==> src/hw/rtl/kps_pkg.sv <==
package kps_pkg;

    localparam int KPS_MAX_ROWS = 4;
    localparam int KPS_MAX_COLS = 4;

    localparam int KPS_ROW_W   = 2;
    localparam int KPS_LINES   = 4;
    localparam int KPS_KEY_W   = 4;
    localparam int KPS_MASK_W  = 16;
    localparam int KPS_TICK_W  = 16;
    localparam int KPS_CNT_W   = 3;
    localparam int KPS_SETTLE_W = 8;
    localparam int KPS_CFG_IDX_W = 3;
    localparam int KPS_CFG_DATA_W = 16;

    typedef enum logic [KPS_CFG_IDX_W-1:0] {
        REG_NUM_ROWS   = 3'd0,
        REG_NUM_COLS   = 3'd1,
        REG_SETTLE     = 3'd2,
        REG_SCAN_GAP   = 3'd3
    } t_reg_index;

    typedef enum logic [1:0] {
        EV_NONE    = 2'd0,
        EV_RELEASE = 2'd1,
        EV_SINGLE  = 2'd2,
        EV_MULTI   = 2'd3
    } t_event_kind;

    localparam logic [KPS_CNT_W-1:0]      RST_NUM_ROWS = 3'd4;
    localparam logic [KPS_CNT_W-1:0]      RST_NUM_COLS = 3'd4;
    localparam logic [KPS_SETTLE_W-1:0]   RST_SETTLE   = 8'd7;
    localparam logic [KPS_TICK_W-1:0]     RST_SCAN_GAP = 16'd100;

    function automatic logic [KPS_KEY_W-1:0] key_number(
        input logic [KPS_ROW_W-1:0] row,
        input logic [KPS_ROW_W-1:0] col
    );
        logic [KPS_KEY_W-1:0] k;
        case ({row, col})
            4'h0: k = 4'h1;
            4'h1: k = 4'h2;
            4'h2: k = 4'h3;
            4'h3: k = 4'hA;
            4'h4: k = 4'h4;
            4'h5: k = 4'h5;
            4'h6: k = 4'h6;
            4'h7: k = 4'hB;
            4'h8: k = 4'h7;
            4'h9: k = 4'h8;
            4'hA: k = 4'h9;
            4'hB: k = 4'hC;
            4'hC: k = 4'hF;
            4'hD: k = 4'h0;
            4'hE: k = 4'hE;
            4'hF: k = 4'hD;
            default: k = 4'h0;
        endcase
        return k;
    endfunction

endpackage

==> src/hw/rtl/kps_ifs.sv <==
interface kps_in_if;
    import kps_pkg::*;
    logic                 valid;
    logic                 ready;
    logic [KPS_LINES-1:0] col_lines;
    modport source (output valid, output col_lines, input ready);
    modport sink (input valid, input col_lines, output ready);
endinterface

interface kps_out_if;
    import kps_pkg::*;
    logic                  valid;
    logic                  ready;
    logic                  row_enable;
    logic [KPS_LINES-1:0]  row_low;
    logic [1:0]            event_kind;
    logic [KPS_KEY_W-1:0]  key_num;
    logic [KPS_MASK_W-1:0] key_mask;
    logic                  lamp_on;
    modport source (output valid, output row_enable, output row_low, output event_kind,
                    output key_num, output key_mask, output lamp_on, input ready);
    modport sink (input valid, input row_enable, input row_low, input event_kind,
                  input key_num, input key_mask, input lamp_on, output ready);
endinterface

interface kps_cfg_if;
    import kps_pkg::*;
    logic                      valid;
    logic                      ready;
    logic [KPS_CFG_IDX_W-1:0]  index;
    logic [KPS_CFG_DATA_W-1:0] data;
    modport source (output valid, output index, output data, input ready);
    modport sink (input valid, input index, input data, output ready);
endinterface

==> src/hw/rtl/matrix_keypad_scanner_core.sv <==
// Matrix keypad scanner for a keypad of up to four rows and four columns.
// The input channel carries one request per timing tick: the raw, active-low
// column levels seen under the row drive reported for that same tick.
// Every accepted request yields exactly one result on the output channel:
// row driver enable, the one-hot row pulled low, an event code (none,
// release, single press, multi-key change), the key number, the reported
// key mask and the lamp level.
// The configuration channel writes row count, column count, settle time and
// scan gap and is always ready; the user writes it only while the block is
// idle, which the block does not enforce. A result shows in the cycle after
// its request is taken; a request is taken every cycle unless the receiver
// stalls. The tick update is one logic pass from state to result registers.
// When the receiver stalls, the result register holds its contents and the
// input is held off only while that register is full and not being taken.
// Reset loads the default configuration (4 rows, 4 columns, settle 7,
// gap 100), puts the scanner in its idle gap and clears the reported mask,
// lamp and result valid.
module matrix_keypad_scanner_core
    import kps_pkg::*;
#(
    parameter int MAX_ROWS = KPS_MAX_ROWS,
    parameter int MAX_COLS = KPS_MAX_COLS
) (
    input  logic      i_clk,
    input  logic      i_rst_n,
    kps_in_if.sink    i_in,
    kps_out_if.source o_out,
    kps_cfg_if.sink   i_cfg
);

    typedef enum logic [1:0] {
        PH_IDLE   = 2'd0,
        PH_SETTLE = 2'd1,
        PH_SAMPLE = 2'd2
    } t_phase;

    logic [KPS_CNT_W-1:0]    r_num_rows;
    logic [KPS_CNT_W-1:0]    r_num_cols;
    logic [KPS_SETTLE_W-1:0] r_settle;
    logic [KPS_TICK_W-1:0]   r_scan_gap;

    t_phase                  r_phase, n_phase;
    logic [KPS_ROW_W-1:0]    r_row, n_row;
    logic [KPS_TICK_W-1:0]   r_tick, n_tick;
    logic [KPS_LINES-1:0]    r_prev, n_prev;
    logic [KPS_MASK_W-1:0]   r_scan_mask, n_scan_mask;
    logic [KPS_KEY_W-1:0]    r_last_key, n_last_key;
    logic [KPS_MASK_W-1:0]   r_rep_mask, n_rep_mask;
    logic                    r_lamp, n_lamp;

    logic                    r_out_valid;
    logic                    r_row_enable, n_row_enable;
    logic [KPS_LINES-1:0]    r_row_low, n_row_low;
    t_event_kind             r_event, n_event;
    logic [KPS_KEY_W-1:0]    r_key_num, n_key_num;

    logic                    in_fire;
    logic [KPS_CNT_W-1:0]    eff_rows;
    logic [KPS_CNT_W-1:0]    eff_cols;
    logic [KPS_TICK_W-1:0]   gap;
    logic [KPS_TICK_W-1:0]   tick_inc;
    logic [KPS_LINES-1:0]    pressed;
    logic                    row_done;

    assign i_cfg.ready = 1'b1;
    assign i_in.ready  = !r_out_valid || o_out.ready;
    assign in_fire     = i_in.valid && i_in.ready;

    always_comb begin
        eff_rows = (r_num_rows == '0) ? KPS_CNT_W'(1) : r_num_rows;
        if (eff_rows > KPS_CNT_W'(MAX_ROWS)) begin
            eff_rows = KPS_CNT_W'(MAX_ROWS);
        end
        eff_cols = r_num_cols;
        if (eff_cols > KPS_CNT_W'(MAX_COLS)) begin
            eff_cols = KPS_CNT_W'(MAX_COLS);
        end
        gap = (r_scan_gap == '0) ? KPS_TICK_W'(1) : r_scan_gap;
        tick_inc = r_tick + KPS_TICK_W'(1);
        for (int c = 0; c < KPS_LINES; c++) begin
            pressed[c] = !i_in.col_lines[c] && (KPS_CNT_W'(c) < eff_cols);
        end
    end

    always_comb begin
        n_phase      = r_phase;
        n_row        = r_row;
        n_tick       = r_tick;
        n_prev       = r_prev;
        n_scan_mask  = r_scan_mask;
        n_last_key   = r_last_key;
        n_rep_mask   = r_rep_mask;
        n_lamp       = r_lamp;
        n_row_enable = 1'b0;
        n_row_low    = '0;
        n_event      = EV_NONE;
        n_key_num    = '0;
        row_done     = 1'b0;

        case (r_phase)
            PH_SETTLE: begin
                n_row_enable = 1'b1;
                n_row_low    = KPS_LINES'(1) << r_row;
                if (r_tick < KPS_TICK_W'(r_settle)) begin
                    n_tick = tick_inc;
                end else begin
                    n_prev  = i_in.col_lines;
                    n_phase = PH_SAMPLE;
                end
            end
            PH_SAMPLE: begin
                n_row_enable = 1'b1;
                n_row_low    = KPS_LINES'(1) << r_row;
                if (i_in.col_lines == r_prev) begin
                    row_done = 1'b1;
                end else begin
                    n_prev = i_in.col_lines;
                end
            end
            default: begin
                n_phase = PH_IDLE;
                n_tick  = tick_inc;
                if (tick_inc >= gap) begin
                    n_phase     = PH_SETTLE;
                    n_row       = '0;
                    n_tick      = '0;
                    n_scan_mask = '0;
                    n_last_key  = '0;
                end
            end
        endcase

        if (row_done) begin
            for (int c = 0; c < KPS_LINES; c++) begin
                if (pressed[c]) begin
                    n_last_key = key_number(r_row, KPS_ROW_W'(c));
                    n_scan_mask[n_last_key] = 1'b1;
                end
            end
            n_tick = '0;
            if (KPS_CNT_W'(r_row) + KPS_CNT_W'(1) >= eff_rows) begin
                n_phase = PH_IDLE;
                n_row   = '0;
                if (n_scan_mask != r_rep_mask) begin
                    if (n_scan_mask == '0) begin
                        n_lamp  = 1'b0;
                        n_event = EV_RELEASE;
                    end else if (r_rep_mask == '0) begin
                        n_lamp  = 1'b1;
                        n_event = (n_scan_mask == (KPS_MASK_W'(1) << n_last_key))
                                  ? EV_SINGLE : EV_MULTI;
                    end else begin
                        n_event = EV_MULTI;
                    end
                    n_rep_mask = n_scan_mask;
                    n_key_num  = n_last_key;
                end
            end else begin
                n_row   = r_row + KPS_ROW_W'(1);
                n_phase = PH_SETTLE;
            end
        end
    end

    always_ff @(posedge i_clk) begin
        if (!i_rst_n) begin
            r_num_rows  <= RST_NUM_ROWS;
            r_num_cols  <= RST_NUM_COLS;
            r_settle    <= RST_SETTLE;
            r_scan_gap  <= RST_SCAN_GAP;
            r_phase     <= PH_IDLE;
            r_row       <= '0;
            r_tick      <= '0;
            r_prev      <= '0;
            r_scan_mask <= '0;
            r_last_key  <= '0;
            r_rep_mask  <= '0;
            r_lamp      <= 1'b0;
            r_out_valid <= 1'b0;
        end else begin
            if (i_cfg.valid) begin
                case (i_cfg.index)
                    REG_NUM_ROWS: r_num_rows <= i_cfg.data[KPS_CNT_W-1:0];
                    REG_NUM_COLS: r_num_cols <= i_cfg.data[KPS_CNT_W-1:0];
                    REG_SETTLE:   r_settle   <= i_cfg.data[KPS_SETTLE_W-1:0];
                    REG_SCAN_GAP: r_scan_gap <= i_cfg.data[KPS_TICK_W-1:0];
                    default: begin
                    end
                endcase
            end
            if (in_fire) begin
                r_phase      <= n_phase;
                r_row        <= n_row;
                r_tick       <= n_tick;
                r_prev       <= n_prev;
                r_scan_mask  <= n_scan_mask;
                r_last_key   <= n_last_key;
                r_rep_mask   <= n_rep_mask;
                r_lamp       <= n_lamp;
                r_out_valid  <= 1'b1;
                r_row_enable <= n_row_enable;
                r_row_low    <= n_row_low;
                r_event      <= n_event;
                r_key_num    <= n_key_num;
            end else if (o_out.ready) begin
                r_out_valid <= 1'b0;
            end
        end
    end

    assign o_out.valid      = r_out_valid;
    assign o_out.row_enable = r_row_enable;
    assign o_out.row_low    = r_row_low;
    assign o_out.event_kind = r_event;
    assign o_out.key_num    = r_key_num;
    assign o_out.key_mask   = r_rep_mask;
    assign o_out.lamp_on    = r_lamp;

endmodule

==> src/flat_wrapper.sv <==
// flat-port wrapper written by rule: the top's interface ports become plain ports
module matrix_keypad_scanner_core_flat import kps_pkg::*;
#(
    parameter int MAX_ROWS = KPS_MAX_ROWS,
    parameter int MAX_COLS = KPS_MAX_COLS
)
  (i_clk, i_rst_n, i_in_valid, i_in_col_lines, i_in_ready, o_out_valid, o_out_row_enable, o_out_row_low, o_out_event_kind, o_out_key_num, o_out_key_mask, o_out_lamp_on, o_out_ready, i_cfg_valid, i_cfg_index, i_cfg_data, i_cfg_ready);
  kps_in_if i_in_i ();
  kps_out_if o_out_i ();
  kps_cfg_if i_cfg_i ();
  input  logic i_clk;
  input  logic i_rst_n;
  input wire logic [$bits(i_in_i.valid)-1:0] i_in_valid;
  input wire logic [$bits(i_in_i.col_lines)-1:0] i_in_col_lines;
  output wire logic [$bits(i_in_i.ready)-1:0] i_in_ready;
  output wire logic [$bits(o_out_i.valid)-1:0] o_out_valid;
  output wire logic [$bits(o_out_i.row_enable)-1:0] o_out_row_enable;
  output wire logic [$bits(o_out_i.row_low)-1:0] o_out_row_low;
  output wire logic [$bits(o_out_i.event_kind)-1:0] o_out_event_kind;
  output wire logic [$bits(o_out_i.key_num)-1:0] o_out_key_num;
  output wire logic [$bits(o_out_i.key_mask)-1:0] o_out_key_mask;
  output wire logic [$bits(o_out_i.lamp_on)-1:0] o_out_lamp_on;
  input wire logic [$bits(o_out_i.ready)-1:0] o_out_ready;
  input wire logic [$bits(i_cfg_i.valid)-1:0] i_cfg_valid;
  input wire logic [$bits(i_cfg_i.index)-1:0] i_cfg_index;
  input wire logic [$bits(i_cfg_i.data)-1:0] i_cfg_data;
  output wire logic [$bits(i_cfg_i.ready)-1:0] i_cfg_ready;
  assign i_in_i.valid = i_in_valid;
  assign i_in_i.col_lines = i_in_col_lines;
  assign i_in_ready = i_in_i.ready;
  assign o_out_valid = o_out_i.valid;
  assign o_out_row_enable = o_out_i.row_enable;
  assign o_out_row_low = o_out_i.row_low;
  assign o_out_event_kind = o_out_i.event_kind;
  assign o_out_key_num = o_out_i.key_num;
  assign o_out_key_mask = o_out_i.key_mask;
  assign o_out_lamp_on = o_out_i.lamp_on;
  assign o_out_i.ready = o_out_ready;
  assign i_cfg_i.valid = i_cfg_valid;
  assign i_cfg_i.index = i_cfg_index;
  assign i_cfg_i.data = i_cfg_data;
  assign i_cfg_ready = i_cfg_i.ready;
  matrix_keypad_scanner_core #(.MAX_ROWS(MAX_ROWS), .MAX_COLS(MAX_COLS)) u_core (.i_clk(i_clk), .i_rst_n(i_rst_n), .i_in(i_in_i), .o_out(o_out_i), .i_cfg(i_cfg_i));
endmodule
==> config.mk <==
export PLATFORM = sky130hd
export DESIGN_NAME = matrix_keypad_scanner_core_flat
export DESIGN_NICKNAME = d
export VERILOG_FILES = /design/src/hw/rtl/kps_pkg.sv /design/src/hw/rtl/kps_ifs.sv /design/src/hw/rtl/matrix_keypad_scanner_core.sv /design/src/flat_wrapper.sv
export SDC_FILE = /design/constraint.sdc
export NUM_CORES = 1
export LEC_CHECK = 0
export BUFFER_PORTS_ARGS = -buffer_cell sky130_fd_sc_hd__buf_2
export CAP_MARGIN = 20
export CELL_PAD_IN_SITES_DETAIL_PLACEMENT = 1
export CELL_PAD_IN_SITES_GLOBAL_PLACEMENT = 1
export CORE_MARGIN = 4
export CORE_UTILIZATION = 45
export CTS_CLUSTER_SIZE = 24
export DETAILED_ROUTE_END_ITERATION = 12
export PLACE_DENSITY_LB_ADDON = 0.1
export SETUP_SLACK_MARGIN = 0.02
export SLEW_MARGIN = 25
export SYNTH_ARGS = -nofsm -noshare
export SYNTH_HDL_FRONTEND = slang
export SYNTH_SLANG_ARGS = --single-unit
==> constraint.sdc <==
create_clock -name i_clk -period 5.64 [get_ports i_clk]
set_input_delay 1.128 -clock i_clk [delete_from_list [all_inputs] [get_ports i_clk]]
set_output_delay 1.128 -clock i_clk [all_outputs]
set_load 0.005 [all_outputs]
==> impl_metrics.env <==
export IMPL_netlist_area_sq_um=6550
export IMPL_hold_viol=0
export IMPL_rows=43
export IMPL_synth_edf_count=11
export IMPL_crit_end="u_core.o_out.key_mask[13]"
export IMPL_die_h_microns=129
export IMPL_dieWidth_microns=129
export IMPL_worst_path_most_repeated_cell="and3_1"
export IMPL_wire_per_inst_microns=21.7
export IMPL_rsz0062_at_grt="no"
export IMPL_gr_usage_met2_pct=44.2
export IMPL_yosysTopAreaCellShare_pct=28.1
export IMPL_use_met3_pct=5.31
export IMPL_nets=933
export IMPL_reg2reg_depth=23
export IMPL_io_buffers=57
export IMPL_rr_startpoint="u_core.r_tick[0]"
export IMPL_rrSetupSlack_ns=0.37
export IMPL_synth_commonest_cells="nand2_1, dfxtp_1, a21oi_1, nor2_1, inv_1"
export IMPL_grt_util_met1_pct=37.8
export IMPL_arrival_ns=5.55
export IMPL_min_delay_path_class="flip-flop to flip-flop"
export IMPL_grt_usage_pct=27.5
export IMPL_whs_ns=0.456
export IMPL_num_fill_cells=1699
export IMPL_fin_ws_ns=0.374
export IMPL_avgSynthCellArea_sq_um=7.99
export IMPL_timing_fmax_mhz=190
export IMPL_yosysTopAreaCell="dfxtp_1"
export IMPL_start_util_pct=46.5
export IMPL_synth_fp_nets=884
export IMPL_antenna_found_initial=0
export IMPL_power_density_nw_per_um2=208
export IMPL_gp_congestion=0.970
export IMPL_pre_cts_ws_ns=-0.0109
export IMPL_dr_pass1_iters=5
export IMPL_setup_viol=0
export IMPL_core_sq_um=14100
export IMPL_cts_max_level=3
export IMPL_grt_ovfl_total=0
export IMPL_grt_busiest_layer="met2"
export IMPL_drtIter0Drc=460
export IMPL_grt_pass1_vias=6509
export IMPL_numCtsBuffers=9
export IMPL_path_class="flip-flop to flip-flop"
export IMPL_area_growth_synth_to_final_pct=14.7
export IMPL_syn_inst=820
export IMPL_drc=0
export IMPL_slew_headroom_pct=34.2
export IMPL_grt_pass1_wl_mm=35.9
export IMPL_grt_max_degree=75
export IMPL_cts_max_path_buffers=2
export IMPL_routed_via_density=6.27
export IMPL_hpwlAfterDp_mm=16.9
export IMPL_cp_slowest_cell="a2111o_1"
export IMPL_slowest_delay_ns=0.45
export IMPL_cp_start_kind="flip-flop"
export IMPL_cp_max_fo=15
export IMPL_finalWirelength_mm=22.8
export IMPL_vias=6611
export IMPL_holdCritStartpoint="u_core.r_settle[4]"
export IMPL_regArea_sq_um=2180
export IMPL_period_needed_ns=5.27
export IMPL_cp_end_kind="flip-flop"
export IMPL_max_cap_viol_count=0
export IMPL_total_power_mw=1.56
export IMPL_die_area_sq_um=16600
export IMPL_path_cells="ha_2 > and3_2 > and3_1 > and3_1 > and3_1 > and3_1 > nand3_1 > xnor2_2 > ha_1 > nand4_1 > nor3_1 > a2111o_1 > o31ai_4 > buf_4 > clkbuf_16 > a21oi_2 > xnor2_1 > nor4_2 > nand4_1 > buf_4 > buf_4 > nand3_1 > nor3b_1"
export IMPL_crit_path_start="u_core.r_tick[0]"
export IMPL_async_reset_ff_share_pct=0
export IMPL_timing_rr_end="u_core.o_out.key_mask[13]"
export IMPL_synth_most_common_cell="nand2_1"
export IMPL_drv_slew=0
export IMPL_required_ns=5.92
export IMPL_clockRootBuffer="clkbuf_16"
export IMPL_status="finished, final reports clean"
export IMPL_clk_pin_slew_ns=0.08
export IMPL_period_share_pct=93.4
export IMPL_cts_tree="built"
export IMPL_antennaDiodeCount=0
export IMPL_multi_input_area_sq_um=4150
export IMPL_cts_hold_buf=0
export IMPL_ys_seq_elements=103
export IMPL_leakagePower_nw=3.21
export IMPL_num_io_pins=59
export IMPL_synth_ff_type="dfxtp_1"
export IMPL_ys_warn_count=0
export IMPL_cts_sink_count=103
export IMPL_synthTopCellsByArea="dfxtp_1, ha_1, a21oi_1, nand2_1, edfxtp_1"
export IMPL_ys_types=79
export IMPL_worst_skew_pair_late_latency_ns=0.37
export IMPL_worst_slew_pin_slew_ns=0.984
export IMPL_fin_skew_ns=0.0118
export IMPL_drive_gt1_share_pct=16.9
export IMPL_vdd_drop_max_mv=0.159
export IMPL_ant_nets=0
export IMPL_ys_seq_area_share_pct=33.1
==> layout make-up <==
cell class	instances	area share, %
inverter	41	2.05
clock inverter	6	0.666
sequential	103	28.9
tap	180	3.00
timing repair buffer	85	7.04
multi-input combinational	629	55.3
clock buffer	10	3.05
==> logic make-up (layout without fill, tap and decap cells) <==
family / Yosys count / count (layout) / share of synthesized area (%)
AND/OR/NAND/NOR: 317 / 317 / 24.0
adder cells (fa/ha/maj): 37 / 37 / 7.03
buffers and inverters: 88 / 142 / 5.48
AO/OA/AOI/OAI: 222 / 222 / 22.9
other: 1 / 1 / 0.0572
flip-flops: 103 / 103 / 33.1
XOR/XNOR: 32 / 32 / 4.28
multiplexers: 20 / 20 / 3.07
==> state kept, by name, indices dropped and copies added, names as in the netlist, 8 cells and up <==
signal / flops
u_core.r_scan_mask: 16
u_core.r_settle: 8
u_core.r_scan_gap: 16
u_core.r_tick: 16
u_core.o_out.key_mask: 16
==> where the power goes <==
group          leakage (nW)  switching, mW  internal (mW)
Clock                 0.139          0.314          0.308
Combinational          2.22          0.118         0.0611
Sequential            0.849        0.00872          0.752
==> critical path, delay by kind of cell (launching register included) <==
kind	cells	cell delay, ns
and+or+nand+nor	12	2.36
DFF	1	0.38
xor gates and xnor gates	2	0.32
AOI/OAI and AO/OA	3	0.87
buffers and inverters	4	0.74
adders and majority gates	2	0.53
==> timing repair <==
action	CTS	global route
cloned	0	1
setup endpoints to repair	1	23
gates resized for setup	2	25
pin swaps	0	6
buffers inserted	0	6
==> metal layers <==
metal,routed length (microns),vias up
li1,-,3070
met1,10500,3285
met2,10500,223
met3,1420,33
met4,403,0
met5,0,-
==> placed cells by master, fill, tap and decap left out, types with 7 or more instances in the layout <==
master	Yosys	layout
a21o_1	15	15
a21oi_1	74	69
a21oi_2	6	10
a22oi_1	22	22
a31oi_1	7	7
and3_1	13	12
buf_2	7	57
buf_4	3	25
clkbuf_16	0	10
dfxtp_1	92	89
edfxtp_1	11	11
ha_1	36	35
inv_1	41	40
mux2i_1	19	19
nand2_1	94	93
nand2b_1	15	15
nand3_1	21	20
nand4_1	13	13
nor2_1	72	69
nor3_1	22	21
nor3b_1	7	7
nor4_1	19	17
o211ai_1	8	8
o21ai_0	31	31
or3_1	7	7
or3b_1	9	9
xnor2_1	17	16
xor2_1	15	15
==> metrics by stage <==
step | setup TNS, ns | util, % | std cells | area (sq um)
2_1_floorplan | 0 | - | 820 | 6550
3_3_place_gp | 0 | 50.0 | 1031 | 7040
4_1_cts | 0 | 52.1 | 1047 | 7340
3_5_place_dp | -0.0109 | 50.0 | 1031 | 7050
5_1_grt | 0 | 53.3 | 1054 | 7520
6_report | 0 | 53.3 | 1054 | 7520
==> worst min path at each step <==
| stage | endpoint | slack [ns] | cells past startpoint |
|---|---|---|---|
| after floorplan | u_core.r_settle[3] | 0.44 | 2 |
| after CTS | u_core.r_settle[4] | 0.46 | 2 |
| after global placement | u_core.r_settle[3] | 0.45 | 2 |
| after detailed placement | u_core.r_settle[4] | 0.45 | 2 |
| after global routing | u_core.r_settle[6] | 0.49 | 2 |
| final | u_core.r_settle[4] | 0.46 | 2 |
Power figures use the tool's default switching activity.
